--- src/rtl/spcp_pkg.sv ---
// ----------------------------------------------------------------------------
// spcp_pkg
// Types and fixed widths shared by the segment pair closest points pipeline.
// ----------------------------------------------------------------------------
`default_nettype none

package spcp_pkg;

  localparam int CoordW   = 32;
  localparam int DiffW    = CoordW + 1;
  localparam int ProdW    = 2 * DiffW;
  localparam int DotW     = ProdW + 2;
  localparam int WideW    = 2 * DotW + 1;
  localparam int FracW    = 16;
  localparam int ParamW   = FracW + 1;
  localparam int TnW      = DotW + ParamW + 3;
  localparam int EdgeW    = DotW + 2;
  localparam int PtProdW  = DiffW + ParamW + 1;
  localparam int SepW     = DiffW + 1;
  localparam int SqW      = 2 * SepW;
  localparam int SumW     = SqW + 2;
  localparam int DistW    = 63;
  localparam int LimitW   = 16;
  localparam int PipeDepth = 49;

  localparam logic [ParamW-1:0] ParamOne = ParamW'(1) << FracW;
  localparam logic [DistW-1:0]  DistMax  = {DistW{1'b1}};

  typedef struct packed {
    logic signed [CoordW-1:0] first_start_x;
    logic signed [CoordW-1:0] first_start_y;
    logic signed [CoordW-1:0] first_start_z;
    logic signed [CoordW-1:0] first_end_x;
    logic signed [CoordW-1:0] first_end_y;
    logic signed [CoordW-1:0] first_end_z;
    logic signed [CoordW-1:0] second_start_x;
    logic signed [CoordW-1:0] second_start_y;
    logic signed [CoordW-1:0] second_start_z;
    logic signed [CoordW-1:0] second_end_x;
    logic signed [CoordW-1:0] second_end_y;
    logic signed [CoordW-1:0] second_end_z;
  } seg_pair_t;

  typedef struct packed {
    logic        [ParamW-1:0] param_first;
    logic        [ParamW-1:0] param_second;
    logic        [DistW-1:0]  distance_squared;
    logic signed [CoordW-1:0] near_first_x;
    logic signed [CoordW-1:0] near_first_y;
    logic signed [CoordW-1:0] near_first_z;
    logic signed [CoordW-1:0] near_second_x;
    logic signed [CoordW-1:0] near_second_y;
    logic signed [CoordW-1:0] near_second_z;
  } closest_t;

  typedef struct packed {
    logic [2:0][CoordW-1:0] p1;
    logic [2:0][CoordW-1:0] p2;
    logic [2:0][DiffW-1:0]  d1;
    logic [2:0][DiffW-1:0]  d2;
  } geo_t;

endpackage

`default_nettype wire

--- src/rtl/spcp_div.sv ---
// ----------------------------------------------------------------------------
// spcp_div
// Pipelined clamped divider: q = clamp(num/den, 0, 1) in Q1.16, truncated,
// one restoring step per stage.
// ----------------------------------------------------------------------------
`default_nettype none

module spcp_div #(
  parameter int W = 8
) (
  input  logic                        clk_i,
  input  logic                        en_i,
  input  logic signed [W-1:0]         num_i,
  input  logic signed [W-1:0]         den_i,
  output logic [spcp_pkg::ParamW-1:0] q_o
);

  localparam int Steps = spcp_pkg::FracW;

  logic [W-1:0]     rem_q  [Steps];
  logic [W-1:0]     den_q  [Steps];
  logic [Steps-1:0] quo_q  [Steps+1];
  logic             zero_q [Steps+1];
  logic             one_q  [Steps+1];

  logic [W:0] sh   [Steps];
  logic [W:0] diff [Steps];
  logic       ge   [Steps];

  always_comb begin
    for (int k = 0; k < Steps; k++) begin
      sh[k]   = {rem_q[k], 1'b0};
      diff[k] = sh[k] - {1'b0, den_q[k]};
      ge[k]   = !diff[k][W];
    end
  end

  always_ff @(posedge clk_i) begin
    if (en_i) begin
      rem_q[0]  <= num_i;
      den_q[0]  <= den_i;
      quo_q[0]  <= '0;
      zero_q[0] <= (num_i <= $signed(W'(0)));
      one_q[0]  <= (num_i >= den_i);
      for (int k = 0; k < Steps - 1; k++) begin
        rem_q[k+1] <= ge[k] ? diff[k][W-1:0] : sh[k][W-1:0];
        den_q[k+1] <= den_q[k];
      end
      for (int k = 0; k < Steps; k++) begin
        quo_q[k+1]  <= {quo_q[k][Steps-2:0], ge[k]};
        zero_q[k+1] <= zero_q[k];
        one_q[k+1]  <= one_q[k];
      end
    end
  end

  always_comb begin
    if (zero_q[Steps]) begin
      q_o = '0;
    end else if (one_q[Steps]) begin
      q_o = spcp_pkg::ParamOne;
    end else begin
      q_o = {1'b0, quo_q[Steps]};
    end
  end

endmodule

`default_nettype wire

--- config.mk ---
export PLATFORM = sky130hd
export DESIGN_NAME = spcp_div
export DESIGN_NICKNAME = d
export VERILOG_FILES = /design/src/rtl/spcp_pkg.sv /design/src/rtl/spcp_div.sv
export SDC_FILE = /design/constraint.sdc
export NUM_CORES = 1
export LEC_CHECK = 0
export BUFFER_PORTS_ARGS = -buffer_cell sky130_fd_sc_hd__clkbuf_2
export CORE_MARGIN = 3
export CORE_UTILIZATION = 55
export CTS_BUF_LIST = sky130_fd_sc_hd__clkbuf_8
export CTS_CLUSTER_SIZE = 24
export DETAILED_ROUTE_END_ITERATION = 8
export HOLD_SLACK_MARGIN = 0.15
export PLACE_DENSITY = 0.78
export SLEW_MARGIN = 20
export SYNTH_ARGS = -nofsm -noshare
export SYNTH_HDL_FRONTEND = slang
export SYNTH_SLANG_ARGS = --single-unit
--- constraint.sdc ---
create_clock -name clk_i -period 3.18 [get_ports clk_i]
set_clock_uncertainty 0.2 [all_clocks]
set_input_delay 0.795 -clock clk_i [delete_from_list [all_inputs] [get_ports clk_i]]
set_output_delay 0.795 -clock clk_i [all_outputs]
set_load 0.03 [all_outputs]
==> impl_metrics.csv <==
group,metric,value,unit
route,post_drt_via_cell_ratio,5.47,
place,gpl.final_weighted_congestion,0.837,
timing,slew_of_the_pin_with_the_lowest_slew_margin,0.970,ns
cts,clock_insertion_delay_worst_skew,0.60,ns
timing,fin_setup_tns,0,ns
cells_and_area,area_taken_by_flip_flops_and_latches,12800,µm²
power,sw_frac_of_total,31.4,%
cts,cts_buffers,69,
route,drt_pass1_iterations,5,
power,p_switching,6.43,mW
power,p_total,20.5,mW
hold_path,hold-path-cell-count,1,
place,detailedPlace.worstSlack,0.274,ns
synthesis,yosys.cell_types.count,49,
cells_and_area,total_area_of_multi_input_combinational_cells,6510,µm²
worst_setup_path,rr_worst_depth,7,
timing,hold_violations,0,
power,power.share.clock,22.4,%
power,internal-power,14.1,mW
worst_setup_path,worstPathCellList,"ha_1 > and2_1 > a221oi_1 > nand4b_1 > nand3_1 > clkinv_1 > mux2_2",
worst_setup_path,timing.critical_path.to_type,"register",
global_route,grt_usage,18.0,%
synthesis,syn-instance-count,1397,
worst_setup_path,path_buf_inv,1,
worst_setup_path,worstPathMaxFanout,7,
cts,cts_sinks,426,
die,fp-row-count,69,
route,antenna_violating_nets_post_route,0,
synthesis,post_synth.cell_area_avg,14.3,µm²
power,power.combinational.fraction,35.4,%
worst_setup_path,crit_type,"register to register",
cts,clk_pin_slew_worst_paths,0.06,ns
power,cellLeakagePower,8.74,nW
route,number_of_vias_in_the_routed_layout,11074,
synthesis,synth-edff-count,426,
synthesis,synthArstFlopShare,0,%
power,cellPowerDensity,925,nW/µm²
cells_and_area,post_route_cell_area,22200,µm²
timing,setup_ws,0.236,ns
global_route,grt_max_degree,62,
route,number_of_violations_reported_at_the_end_of_detailed_routing_iteration_0,580,
worst_setup_path,worst_path_dominant_cell_family,"simple AND/OR/NAND/NOR gates",
global_route,grt_first_pass_wirelength,56.0,mm
die,design.die.area,38500,µm²
place,io_buffers,34,
place,placed_cell_area,20800,µm²
power,power_frac_seq,42.2,%
global_route,antenna_violations_before_repair,0,
worst_setup_path,timing.critical_path.from_type,"register",
die,die_height,196,µm
cts,tritoncts,"built",
global_route,grt-ovfl-total,0,
synthesis,synthesis.area,19900,µm²
die,fp.dieW,196,µm
timing,final_min_period_over_clock_period,92.6,%
hold_path,whs_endpoint,"den_q[0][6]",
die,ios,35,
global_route,via_count_of_the_first_global_routing_pass,11470,
cts,htree_levels,3,
worst_setup_path,reg2reg_from,"rem_q[0][3]",
place,post_detail_place_hpwl,23.4,mm
worst_setup_path,crit_required,3.31,ns
hold_path,worstHoldStart,"den_i[6]",
cts,cts.path.max_buffers,3,
cells_and_area,fillCellCount,2661,
die,core,35700,µm²
timing,max_freq,0.340,GHz
timing,finalSetupViolations,0,
worst_setup_path,cp_data_arrival_time,3.07,ns
cells_and_area,synthToLayoutAreaGrowth,11.3,%
worst_setup_path,reg2reg_to,"rem_q[0][14]",
synthesis,ys.warnings.count,0,
timing,final-max-slew-violation-count,0,
die,initial_utilization,55.8,%
cells_and_area,post_layout_net_count,1666,
worst_setup_path,setup.reg_to_reg.worst_slack,0.24,ns
cells_and_area,num_antenna_cells,0,
route,final_wirelength,33.7,mm
synthesis,yosys_register_bits,426,
worst_setup_path,slowest_delay,0.42,ns
route,detail_route.drc_violations,0,
timing,grt_setup_unrepaired,"no",
hold_path,hold_path_class,"primary input to register",
synthesis,postSynthNetCount,1550,
worst_setup_path,critical_path_top_delay_cell,"sky130_fd_sc_hd__edfxtp_1",
cells_and_area,post_route_cells_drive_above_1_share,16.2,%
route,wl_per_cell,16.6,µm
timing,timing.max_slew.rel_slack,34.9,%
synthesis,ys_seq_area_share,64.2,%
cts,postCtsResizedCells,0,
timing,period_minus_slack,2.94,ns
run,max_cap_viol_count,0,
synthesis,synth_flop_cell,"sky130_fd_sc_hd__edfxtp_1",
power,ir_worst_vdd,391,µV
cts,ctsRootBufferMaster,"sky130_fd_sc_hd__clkbuf_8",
run_status,outcome,"completed",
how the worst max path moves through the flow:
stage / startpoint / to / cells past startpoint
2_1_floorplan: rem_q[0][12] / rem_q[0][18] / 7
3_3_place_gp: rem_q[1][48] / rem_q[1][63] / 6
3_5_place_dp: rem_q[1][48] / rem_q[1][63] / 6
4_1_cts: rem_q[1][48] / rem_q[1][63] / 6
5_1_grt: rem_q[0][3] / rem_q[0][14] / 7
6_report: rem_q[0][3] / rem_q[0][14] / 7
sequential cells by signal, indices dropped and copies added, names as in the netlist:
name,flops
zero_q,17
den_q,128
rem_q,128
quo_q,136
one_q,17
power by group through the flow:
stage / clock (mW) / combinational (mW) / sequential (mW)
floorplan: 0 / 5.76 / 8.46
CTS: 4.73 / 7.28 / 8.68
global route: 4.98 / 8.11 / 8.78
detailed placement: 0 / 7.20 / 8.78
finish: 4.59 / 7.26 / 8.66
global placement: 0 / 6.95 / 8.73
cell usage after synthesis (3+ instances only):
cell type / n / share of area, %
sky130_fd_sc_hd__mux2i_1: 23 / 1.2
sky130_fd_sc_hd__ha_1: 120 / 7.5
sky130_fd_sc_hd__xnor2_1: 40 / 1.8
sky130_fd_sc_hd__inv_1: 158 / 3.0
sky130_fd_sc_hd__nor2b_1: 19 / 0.60
sky130_fd_sc_hd__fa_1: 15 / 1.5
sky130_fd_sc_hd__mux2_2: 90 / 5.1
sky130_fd_sc_hd__or2_2: 14 / 0.44
sky130_fd_sc_hd__a21oi_1: 96 / 2.4
sky130_fd_sc_hd__edfxtp_1: 426 / 64
sky130_fd_sc_hd__o211ai_1: 3 / 0.11
sky130_fd_sc_hd__nor3_1: 17 / 0.43
sky130_fd_sc_hd__a2111oi_0: 11 / 0.48
sky130_fd_sc_hd__or4_1: 6 / 0.23
sky130_fd_sc_hd__nand4b_1: 12 / 0.53
sky130_fd_sc_hd__and2_1: 31 / 0.97
sky130_fd_sc_hd__a21o_1: 7 / 0.26
sky130_fd_sc_hd__o22ai_1: 15 / 0.47
sky130_fd_sc_hd__a211oi_1: 26 / 0.98
sky130_fd_sc_hd__o21ai_0: 34 / 0.85
sky130_fd_sc_hd__nand3_1: 31 / 0.78
sky130_fd_sc_hd__o21a_1: 6 / 0.23
sky130_fd_sc_hd__xor2_1: 30 / 1.3
sky130_fd_sc_hd__nor2_1: 53 / 1.0
sky130_fd_sc_hd__nand2_1: 48 / 0.90
sky130_fd_sc_hd__a31oi_1: 3 / 0.094
sky130_fd_sc_hd__o31a_1: 3 / 0.13
sky130_fd_sc_hd__mux2_4: 6 / 0.45
sky130_fd_sc_hd__nand2b_1: 26 / 0.82
area by class of cell:
| type | count | share of cell area [%] |
|---|---|---|
| sequential | 426 | 57.7 |
| multi-input combinational | 809 | 29.4 |
| inverter | 161 | 2.74 |
| timing repair buffer | 46 | 1.51 |
| clock buffer | 72 | 4.47 |
| clock inverter | 51 | 1.56 |
| tap | 461 | 2.60 |
placed cells by master, fill, tap and decap left out, drive strengths merged, types with 17 or more instances in the layout:
cell type and instances:
ha 120, a21oi 96, xor2 32, nor3 17, mux2i 23, nand3 33, nand2 48, nand2b 26
mux2 96, inv 178, edfxtp 426, nor2b 19, clkinv 26, o21ai 34, and2 31, xnor2 40
nor2 53, a211oi 26, clkbuf 105
kinds of logic after synthesis:
family                     synth area share [%]
buffers and inverters                      3.07
muxes                                      6.70
AOI/OAI and AO/OA                          6.48
and+or+nand+nor                            7.22
DFF                                        64.2
xor gates and xnor gates                   3.24
adders and majority gates                  9.05
layer usage:
layer	GRT usage (%)	share of wire [%]	up-vias
met4	7.05	3.0	0
met3	3.64	3.2	81
met1	21.9	42	5364
li1	-	-	5434
met2	31.8	51	195
met5	0	0	-
metrics by stage:
step,hold WS (ns),utilization [%],cells
after CTS,0.152,62.1,2026
after global placement,0.200,58.4,1902
after detailed placement,0.205,58.4,1902
after floorplan,0.200,-,1397
after global routing,0.158,62.1,2026
final,0.198,62.1,2026
what timing repair did:
action	in CTS	in global routing
hold endpoints to repair	1	0
setup buffers	0	0
hold buffers	1	0
No activity file was read; power rests on OpenSTA's default activity.
