===== src/rtl/spcp_mul.sv =====
// ----------------------------------------------------------------------------
// spcp_mul
// Two stage signed multiplier: four half-width partial products, then sum.
// ----------------------------------------------------------------------------
`default_nettype none

module spcp_mul #(
  parameter int WA = 8,
  parameter int WB = 8
) (
  input  logic                  clk_i,
  input  logic                  en_i,
  input  logic signed [WA-1:0]  a_i,
  input  logic signed [WB-1:0]  b_i,
  output logic signed [WA+WB-1:0] p_o
);

  localparam int LA = WA / 2;
  localparam int LB = WB / 2;
  localparam int HA = WA - LA;
  localparam int HB = WB - LB;
  localparam int P  = WA + WB;

  logic signed [LA:0]   a_lo;
  logic signed [HA-1:0] a_hi;
  logic signed [LB:0]   b_lo;
  logic signed [HB-1:0] b_hi;

  logic signed [LA+LB+1:0]  ll_q;
  logic signed [LA+HB:0]    lh_q;
  logic signed [HA+LB:0]    hl_q;
  logic signed [HA+HB-1:0]  hh_q;
  logic signed [P-1:0]      p_q;

  assign a_lo = $signed({1'b0, a_i[LA-1:0]});
  assign a_hi = a_i[WA-1:LA];
  assign b_lo = $signed({1'b0, b_i[LB-1:0]});
  assign b_hi = b_i[WB-1:LB];

  always_ff @(posedge clk_i) begin
    if (en_i) begin
      ll_q <= a_lo * b_lo;
      lh_q <= a_lo * b_hi;
      hl_q <= a_hi * b_lo;
      hh_q <= a_hi * b_hi;
      p_q  <= (P'(hh_q) <<< (LA + LB)) + (P'(hl_q) <<< LA)
            + (P'(lh_q) <<< LB) + P'(ll_q);
    end
  end

  assign p_o = p_q;

endmodule

`default_nettype wire


===== config.mk =====
export PLATFORM = sky130hd
export DESIGN_NAME = spcp_mul
export DESIGN_NICKNAME = d
export VERILOG_FILES = /design/src/rtl/spcp_mul.sv
export SDC_FILE = /design/constraint.sdc
export NUM_CORES = 1
export LEC_CHECK = 0
export ABC_AREA = 0
export ABC_CLOCK_PERIOD_IN_PS = 5150
export BUFFER_PORTS_ARGS = -buffer_cell sky130_fd_sc_hd__buf_2
export CORE_UTILIZATION = 42
export DETAILED_ROUTE_END_ITERATION = 8
export PLACE_DENSITY = 0.64
export RECOVER_POWER = 50
export SLEW_MARGIN = 20
export SYNTH_ARGS = -nofsm -noshare
export SYNTH_HDL_FRONTEND = slang
export SYNTH_SLANG_ARGS = --single-unit

===== constraint.sdc =====
create_clock -name clk_i -period 5.15 [get_ports clk_i]
set_input_delay 1.03 -clock clk_i [delete_from_list [all_inputs] [get_ports clk_i]]
set_output_delay 1.03 -clock clk_i [all_outputs]
set_load 0.05 [all_outputs]

==> results.py, run 1 <==
metrics = {
    "place": {
        "post_dp_cell_area_um2": 4670,
        "port_buffers": 33,
        "gp_congestion": 0.772,
        "dp_hpwl_mm": 6.04,
    },
    "critical_path": {
        "reg2reg_slack_ps": 2500,
        "reg2reg_from": "ll_q[5]$_DFFE_PP_",
        "cpPeakStageDelay_ps": 520,
        "critical_path.most_common_cell": "fa_1",
        "cp_slowest_cell": "fa_1",
        "worstPathArrival_ps": 4000,
        "critPathRequiredTime_ps": 5210,
        "path_cells": "clkbuf_1 > nand2b_1 > fa_1 > fa_1 > fa_1 > inv_1 > ha_1 > fa_1 > a21oi_1 > nor2_1 > nor2_1 > xnor2_1",
        "cp-end-kind": "register",
        "reg2regPathDepth": 7,
        "critPathKind": "in -> reg",
        "cp-endpoint": "hl_q[7]$_DFFE_PP_",
        "path_max_fanout": 8,
        "reg2reg_to": "p_o[13]$_DFFE_PP_",
        "start_kind": "input pin",
        "critical_path.startpoint": "b_i[0]",
    },
    "finish": {
        "final_util_pct": 48.0,
        "antenna-diode-count": 0,
        "final_cell_area_um2": 4760,
        "drive_gt1_share_pct": 10.8,
        "layout.nets": 536,
        "syn2layout_area_growth_pct": 9.72,
    },
    "clock_tree": {
        "cts-root-buf": "clkbuf_8",
        "post-cts-setup-buffers": 0,
        "cts_buffers": 5,
        "cts_max_level": 2,
        "clockBufferDepth": 2,
        "path_clk_slew_ps": 100,
        "cts-hold-fix-buffers": 0,
        "cts-resized-gates": 0,
        "cts_tree": "built",
        "cts_sinks": 50,
        "clk_latency_ps": 300,
    },
    "sta": {
        "relSlewSlack_pct": -75.2,
        "setup_viol": 0,
        "layout_worst_path_cycle_share_pct": 76.4,
        "maxSlewViolCount": 51,
        "rsz0062_at_grt": "false",
        "fmax_mhz": 254,
        "whs_ps": 431,
        "tns_ps": 0,
        "worst_pin_slew_ps": 2630,
        "hold_viol": 0,
        "finClkSkew_ps": 6.63,
        "finalCriticalPeriod_ps": 3940,
    },
    "synthesis": {
        "ys.flop_type": "edfxtp_1",
        "synth_enable_flop_cells": 50,
        "synth.distinct_cells": 34,
        "ys_ff_latch": 50,
        "synth_seq_area_share_pct": 34.6,
        "syn_area_um2": 4340,
        "synthArstFlopShare_pct": 0,
        "synth_cells": 374,
        "yosys_warnings": 0,
        "synth.largest_area_cell": "edfxtp_1",
        "synth.top_cell.area_share_pct": 34.6,
        "syn_area_per_cell_um2": 11.6,
        "synthTopCellsByArea": "edfxtp_1 35%, ha_1 20%, fa_1 16%, and2_1 5.3%, inv_1 4.8%",
        "synth.most_common_cell": "ha_1",
        "syn_nets": 496,
        "synth_common_cells": "69 x ha_1, 55 x inv_1, 50 x edfxtp_1",
    },
    "floorplan": {
        "die_h_um": 104,
        "ios": 34,
        "core_um2": 9910,
        "rows": 36,
        "die_area_um2": 10700,
        "fp.dieW_um": 104,
        "start_util_pct": 43.8,
    },
    "grt": {
        "antenna_found_initial": 0,
        "grt_start_max_net_pins": 51,
        "grt_pass1_wl_mm": 12.6,
        "grt_pass1_vias": 2684,
        "grt_util_all_layers_pct": 14.5,
        "grt_overflow": 0,
    },
    "pwr": {
        "p_sw_mw": 0.795,
        "p_int_mw": 1.14,
        "combPwrFrac_pct": 54.2,
        "seqPwrFrac_pct": 33.9,
        "power.share.clock_pct": 11.9,
        "power_mw": 1.94,
        "vdd_drop_max_mv": 0.282,
        "swShare_pct": 41.1,
        "power-per-cell-area_nw_per_um2": 407,
        "power.leakage_nw": 2.21,
    },
    "detailed_routing": {
        "vias": 2703,
        "vias_per_cell": 4.93,
        "first_iter_violations": 99,
        "drc": 0,
        "dr.pass1.iters": 6,
        "drt-total-wl_mm": 7.26,
        "wl_per_cell_um": 13.2,
        "ant_nets": 0,
    },
    "outcome": {
        "violations": "max-capacitance violations, max-slew violations",
        "outcome": "finished, violations left",
    },
    "worst_hold_path": {
        "hold_start": "ll_q[0]$_DFFE_PP_",
        "hold_class": "reg -> reg",
    },
    "job": {
        "cap_violations": 1,
    },
}
==> how the worst min path moves through the flow <==
stage,to,slack (ps),cells after the start
3_3_place_gp,p_o[2]$_DFFE_PP_,400,0
2_1_floorplan,p_o[0]$_DFFE_PP_,400,0
5_1_grt,p_o[0]$_DFFE_PP_,440,0
3_5_place_dp,p_o[3]$_DFFE_PP_,410,0
4_1_cts,p_o[0]$_DFFE_PP_,430,0
6_report,p_o[0]$_DFFE_PP_,430,0
==> layer usage <==
layer	track usage [%]	routed length (um)	vias to the layer above
met3	1.57	197	4
met4	4.45	84	0
met1	20.2	3540	1307
li1	-	-	1345
met5	0	0	-
met2	23.9	3440	47
==> logic make-up (layout without fill, tap and decap cells) <==
family,after synthesis,count (layout),synth area share (%)
AOI/OAI and AO/OA,38,38,6.86
xor gates and xnor gates,27,27,5.45
adders and majority gates,104,104,36.1
buffers and inverters,55,96,4.76
DFF,50,50,34.6
and+or+nand+nor,100,100,12.3
==> flip-flops by register name, summed over array words and instances (netlist names) <==
register and cells:
p_o 16, ll_q 8, hh_q 8, lh_q 9
hl_q 9
==> cells in the final DEF (no fill, tap or decap), types with 2 or more instances in the layout <==
| cell type | netlist | final |
|---|---|---|
| nor2_1 | 21 | 21 |
| edfxtp_1 | 50 | 50 |
| clkbuf_8 | 0 | 5 |
| fa_1 | 35 | 35 |
| nand3_1 | 3 | 3 |
| nand2_1 | 20 | 20 |
| inv_1 | 55 | 55 |
| clkbuf_1 | 0 | 3 |
| a31oi_1 | 2 | 2 |
| and2_0 | 0 | 5 |
| o2111ai_1 | 4 | 4 |
| o211ai_1 | 3 | 3 |
| xnor2_1 | 20 | 20 |
| nand2b_1 | 5 | 5 |
| nor2b_1 | 2 | 2 |
| buf_2 | 0 | 30 |
| ha_1 | 69 | 69 |
| nor3_1 | 3 | 3 |
| a21o_1 | 8 | 8 |
| and3_4 | 2 | 2 |
| and3_1 | 2 | 2 |
| and2_1 | 37 | 32 |
| xor2_1 | 7 | 7 |
| a21oi_1 | 12 | 12 |
==> power groups by stage <==
| stage | Combinational (mW) | Clock, mW | Sequential, mW |
|---|---|---|---|
| CTS | 1.06 | 0.239 | 0.657 |
| finish | 1.05 | 0.231 | 0.655 |
| global route | 1.17 | 0.260 | 0.670 |
| detailed placement | 1.06 | 0 | 0.667 |
| floorplan | 0.669 | 0 | 0.839 |
| global placement | 1.04 | 0 | 0.664 |
==> cell type report <==
| type | instances | area (um^2) |
|---|---|---|
| fillers | 926 | 5150 |
| multi-input cells | 269 | 2630 |
| flip-flops and latches | 50 | 1500 |
| inverters | 55 | 206 |
| well taps | 133 | 166 |
| repair buffers | 33 | 161 |
| clock buffers | 5 | 68.8 |
| clock inverters | 3 | 25.0 |
==> per-stage QoR <==
stage / setup WS (ps) / cells
6_report: 1210 / 548
5_1_grt: 1030 / 548
4_1_cts: 1230 / 548
3_5_place_dp: 889 / 540
3_3_place_gp: 981 / 540
2_1_floorplan: 1200 / 374
==> critical path: cells and delay by family <==
| kind | cells | cell delay [ps] |
|---|---|---|
| AOI/OAI and AO/OA | 1 | 150 |
| xor gates and xnor gates | 1 | 80 |
| adders and majority gates | 5 | 2180 |
| buffers and inverters | 2 | 190 |
| and+or+nand+nor | 3 | 360 |
Power figures use the tool's default switching activity.
==> run 2, diff against run 1 <==
ABC_CLOCK_PERIOD_IN_PS = 4110   (was 5150)
clock period = 4.11 ns   (was 5.15 ns; I/O delays follow)
==> results.py, run 2 (synthesis results as in run 1) <==
metrics = {
    "outcome": {
        "outcome": "finished, violations left",
        "violations": "max-capacitance violations, max-slew violations",
    },
    "clock_tree": {
        "cts_tree": "built",
        "post-cts-setup-buffers": 0,
        "cts-hold-fix-buffers": 0,
        "clk_latency_ps": 310,
        "cts-root-buf": "clkbuf_8",
        "cts_sinks": 50,
        "path_clk_slew_ps": 100,
        "cts-resized-gates": 0,
        "cts_buffers": 5,
        "cts_max_level": 2,
        "clockBufferDepth": 2,
    },
    "finish": {
        "drive_gt1_share_pct": 11.9,
        "antenna-diode-count": 0,
        "mostFrequentLayoutCell": "ha_1",
        "final_cell_mix": "69 x ha_1, 55 x inv_1, 50 x edfxtp_1, 35 x and2_1, 35 x fa_1",
        "largest_reg_flops": 16,
        "layout.nets": 541,
        "syn2layout_area_growth_pct": 10.6,
        "final_util_pct": 48.4,
    },
    "pwr": {
        "power-per-cell-area_nw_per_um2": 510,
        "vdd_drop_max_mv": 0.234,
        "power.leakage_nw": 2.24,
        "power_mw": 2.44,
    },
    "detailed_routing": {
        "wl_per_cell_um": 13.2,
        "vias_per_cell": 4.94,
        "dr.pass1.iters": 4,
        "vias": 2731,
        "drt-total-wl_mm": 7.30,
        "first_iter_violations": 94,
        "drc": 0,
        "ant_nets": 0,
    },
    "sta": {
        "layout_worst_path_cycle_share_pct": 90.5,
        "maxSlewViolCount": 51,
        "hold_viol": 0,
        "relSlewSlack_pct": -73.4,
        "fmax_mhz": 269,
        "finClkSkew_ps": 11.6,
        "finalCriticalPeriod_ps": 3720,
        "rsz0062_at_grt": "false",
        "worst_pin_slew_ps": 2600,
        "setup_viol": 0,
        "tns_ps": 0,
    },
    "grt": {
        "grt_pass1_wl_mm": 12.5,
        "grt_util_all_layers_pct": 14.3,
        "grt_overflow": 0,
        "grt_pass1_vias": 2644,
        "grt_start_max_net_pins": 51,
        "antenna_found_initial": 0,
    },
    "critical_path": {
        "critPathTopFamily": "adder cells",
        "critPathRequiredTime_ps": 4170,
        "path_max_fanout": 8,
        "worstPathArrival_ps": 3780,
        "critPathKind": "in -> reg",
        "cp-end-kind": "register",
        "start_kind": "input pin",
        "critical_path.most_common_cell": "fa_1",
        "cp_num_buf_inv": 2,
        "cp_slowest_cell": "fa_1",
        "path_cells": "clkbuf_1 > nand2b_1 > fa_1 > fa_1 > fa_1 > inv_1 > ha_1 > fa_1 > a21oi_1 > nor2_1 > nor2_1 > xnor2_1",
        "cpPeakStageDelay_ps": 520,
    },
    "floorplan": {
        "rows": 36,
        "die_h_um": 104,
        "core_um2": 9910,
        "start_util_pct": 43.8,
        "ios": 34,
        "fp.dieW_um": 104,
        "die_area_um2": 10700,
    },
    "job": {
        "cap_violations": 1,
    },
    "place": {
        "dp_hpwl_mm": 6.04,
        "port_buffers": 33,
        "gp_congestion": 0.797,
    },
    "worst_hold_path": {
        "hold_class": "reg -> reg",
    },
}
-- run 2: changes by cell type in the layout (fill, tap and decap cells not counted) --
cell | before | now
and2_0 | 5 | 2
and2_1 | 32 | 35
buf_2 | 30 | 31
buf_4 | 0 | 4
clkinvlp_4 | 1 | 0
inv_6 | 1 | 2
-- run 2: cell type report --
cell class	instances	area, um^2
fillers	934	5110
multi-input cells	269	2630
flip-flops and latches	50	1500
inverters	55	206
repair buffers	38	196
well taps	133	166
clock buffers	5	68.8
clock inverters	3	26.3
-- run 2: report_power, final --
group	leakage [nW]	internal (mW)	total, mW	switching, mW
clock	0.0491	0.125	0.300	0.174
sequential	0.488	0.775	0.820	0.0449
combinational	1.70	0.536	1.33	0.789
total	2.24	1.44	2.44	1.01
-- run 2: final timing paths --
path,startpoint,endpoint,slack (ps),cells after the start
setup reg to reg,ll_q[5]$_DFFE_PP_,p_o[13]$_DFFE_PP_,1450,7
setup / recovery,a_i[0],lh_q[7]$_DFFE_PP_,390,12
hold / removal,ll_q[1]$_DFFE_PP_,p_o[1]$_DFFE_PP_,420,0
hold reg to reg,ll_q[1]$_DFFE_PP_,p_o[1]$_DFFE_PP_,420,0
-- run 2: stage by stage --
stage | hold WS, ps | instance area [um^2] | std cells | worst slack (ps)
3_3_place_gp | 400 | 4710 | 545 | 155
5_1_grt | 433 | 4800 | 553 | 280
6_report | 424 | 4800 | 553 | 391
3_5_place_dp | 406 | 4710 | 545 | 97.3
2_1_floorplan | 400 | 4340 | 374 | 369
4_1_cts | 425 | 4800 | 553 | 450
-- run 2: metal layers --
layer	vias up	routed length, um	track usage (%)	share of wire, %
li1	1364	-	-	-
met1	1312	3620	21.0	50
met3	5	171	0.755	2.3
met2	50	3430	23.4	47
met5	-	0	0	0
met4	0	74	3.52	1.0
==> run 3, diff against run 2 <==
CORE_UTILIZATION = 60   (was 42)
PLACE_DENSITY = 0.85   (was 0.64)
RECOVER_POWER = 25   (was 50)
==> results.py, run 3 (synthesis results as in run 1) <==
metrics = {
    "worst_hold_path": {
        "worstHoldEndpoint": "p_o[1]$_DFFE_PP_",
        "hold_start": "ll_q[1]$_DFFE_PP_",
        "hold_class": "reg -> reg",
        "hold_depth": 0,
    },
    "detailed_routing": {
        "ant_nets": 0,
        "first_iter_violations": 98,
        "dr.pass1.iters": 4,
        "wl_per_cell_um": 14.7,
        "vias_per_cell": 5.40,
        "drc": 0,
        "vias": 2772,
        "drt-total-wl_mm": 7.54,
    },
    "critical_path": {
        "critical_path.most_common_cell": "fa_1",
        "reg2reg_to": "p_o[13]$_DFFE_PP_",
        "path_cells": "clkbuf_1 > nand2b_1 > fa_1 > fa_1 > fa_1 > inv_1 > ha_1 > fa_1 > a21oi_1 > nor2_1 > nor2_1 > xnor2_1",
        "worstPathArrival_ps": 3820,
        "start_kind": "input pin",
        "cpPeakStageDelay_ps": 530,
        "cp_slowest_cell": "fa_1",
        "critical_path.startpoint": "b_i[0]",
        "critPathKind": "in -> reg",
        "path_max_fanout": 8,
        "cp-end-kind": "register",
        "critPathTopFamily": "adder cells",
        "reg2reg_slack_ps": 1450,
        "reg2regPathDepth": 7,
        "cp_num_buf_inv": 2,
        "critPathRequiredTime_ps": 4170,
        "reg2reg_from": "ll_q[5]$_DFFE_PP_",
    },
    "grt": {
        "grt_overflow": 0,
        "grt_start_max_net_pins": 51,
        "antenna_found_initial": 0,
        "grt_pass1_wl_mm": 12.9,
        "grt_pass1_vias": 2865,
        "grt_util_all_layers_pct": 22.6,
    },
    "sta": {
        "finClkSkew_ps": 4.42,
        "rsz0062_at_grt": "false",
        "fmax_mhz": 265,
        "hold_viol": 0,
        "finalCriticalPeriod_ps": 3770,
        "whs_ps": 432,
        "relSlewSlack_pct": 30.2,
        "worst_pin_slew_ps": 1050,
        "setup_viol": 0,
        "layout_worst_path_cycle_share_pct": 91.7,
        "maxSlewViolCount": 0,
        "tns_ps": 0,
    },
    "place": {
        "dp_hpwl_mm": 6.19,
        "post_dp_cell_area_um2": 4630,
        "port_buffers": 33,
        "gp_congestion": 0.858,
    },
    "clock_tree": {
        "cts-root-buf": "clkbuf_8",
        "cts_max_level": 2,
        "cts_buffers": 5,
        "cts_tree": "built",
        "clk_latency_ps": 300,
        "cts_sinks": 50,
        "post-cts-setup-buffers": 0,
        "clockBufferDepth": 2,
        "cts-hold-fix-buffers": 0,
        "cts-resized-gates": 0,
        "path_clk_slew_ps": 90,
    },
    "finish": {
        "largest_reg_flops": 16,
        "register_area_um2": 1500,
        "multi_input_area_um2": 2630,
        "mostFrequentLayoutCell": "ha_1",
        "antenna-diode-count": 0,
        "final_cell_mix": "69 x ha_1, 55 x inv_1, 50 x edfxtp_1, 35 x fa_1, 34 x and2_1",
        "fillers": 532,
        "layout.nets": 538,
        "drive_gt1_share_pct": 11.3,
        "final_cell_area_um2": 4740,
        "syn2layout_area_growth_pct": 9.20,
    },
    "pwr": {
        "p_sw_mw": 1.02,
        "seqPwrFrac_pct": 33.4,
        "power.share.clock_pct": 11.5,
        "combPwrFrac_pct": 55.1,
        "vdd_drop_max_mv": 0.198,
        "swShare_pct": 41.4,
        "power.leakage_nw": 2.22,
        "p_int_mw": 1.44,
        "power-per-cell-area_nw_per_um2": 517,
    },
    "floorplan": {
        "ios": 34,
        "fp.dieW_um": 87.0,
        "core_um2": 6910,
        "start_util_pct": 62.8,
        "rows": 30,
        "die_area_um2": 7570,
        "die_h_um": 87.0,
    },
    "job": {
        "cap_violations": 0,
    },
    "outcome": {
        "outcome": "finished clean",
    },
}
-- run 3: cell count changes in the layout (fill, tap and decap cells not counted), sizes merged --
cell / previous run / this run
clkinv: 1 / 2
inv: 57 / 55
buf: 35 / 32
clkinvlp: 0 / 1
-- run 3: stage by stage --
step / utilization [%] / power, mW / instances / setup WS (ps)
after floorplan: - / 1.89 / 374 / 369
after global placement: 67.0 / 2.11 / 504 / 159
after detailed placement: 67.0 / 2.18 / 504 / 20.2
after global routing: 68.6 / 2.65 / 513 / 205
after CTS: 68.4 / 2.47 / 512 / 374
final: 68.6 / 2.45 / 513 / 342
-- run 3: worst max path at each step --
stage,to,slack [ps],cells after the start
4_1_cts,lh_q[7]$_DFFE_PP_,370,12
5_1_grt,hl_q[7]$_DFFE_PP_,210,12
3_3_place_gp,hh_q[7]$_DFFE_PP_,160,11
2_1_floorplan,hh_q[7]$_DFFE_PP_,370,10
6_report,hl_q[7]$_DFFE_PP_,340,12
3_5_place_dp,lh_q[7]$_DFFE_PP_,20,12
-- run 3: worst register-to-register path, delay by kind of cell (launching register included) --
kind,cells,cell delay [ps]
flops,1,420
fa+ha+maj,3,1160
xor+xnor,1,150
compound gates,3,700
-- run 3: final cells by class --
class	instances	area share [%]
Multi-Input combinational cell	269	55.5
Sequential cell	50	31.7
Inverter	55	4.36
Timing Repair Buffer	35	3.99
Tap cell	96	2.54
Clock buffer	5	1.45
Clock inverter	3	0.449
-- run 3: metal layers --
metal / wire length [um] / track usage [%] / part of all wire (%)
met1: 3230 / 29.6 / 43
met2: 3890 / 39.4 / 52
met3: 347 / 2.37 / 4.6
met4: 68 / 7.58 / 0.90
met5: 0 / 0 / 0
-- run 3: power groups by stage --
stage | Clock (mW) | Combinational [mW] | Sequential, mW
2_1_floorplan | 0 | 0.838 | 1.05
3_3_place_gp | 0 | 1.28 | 0.829
3_5_place_dp | 0 | 1.35 | 0.833
4_1_cts | 0.285 | 1.36 | 0.822
5_1_grt | 0.299 | 1.51 | 0.836
6_report | 0.281 | 1.35 | 0.819
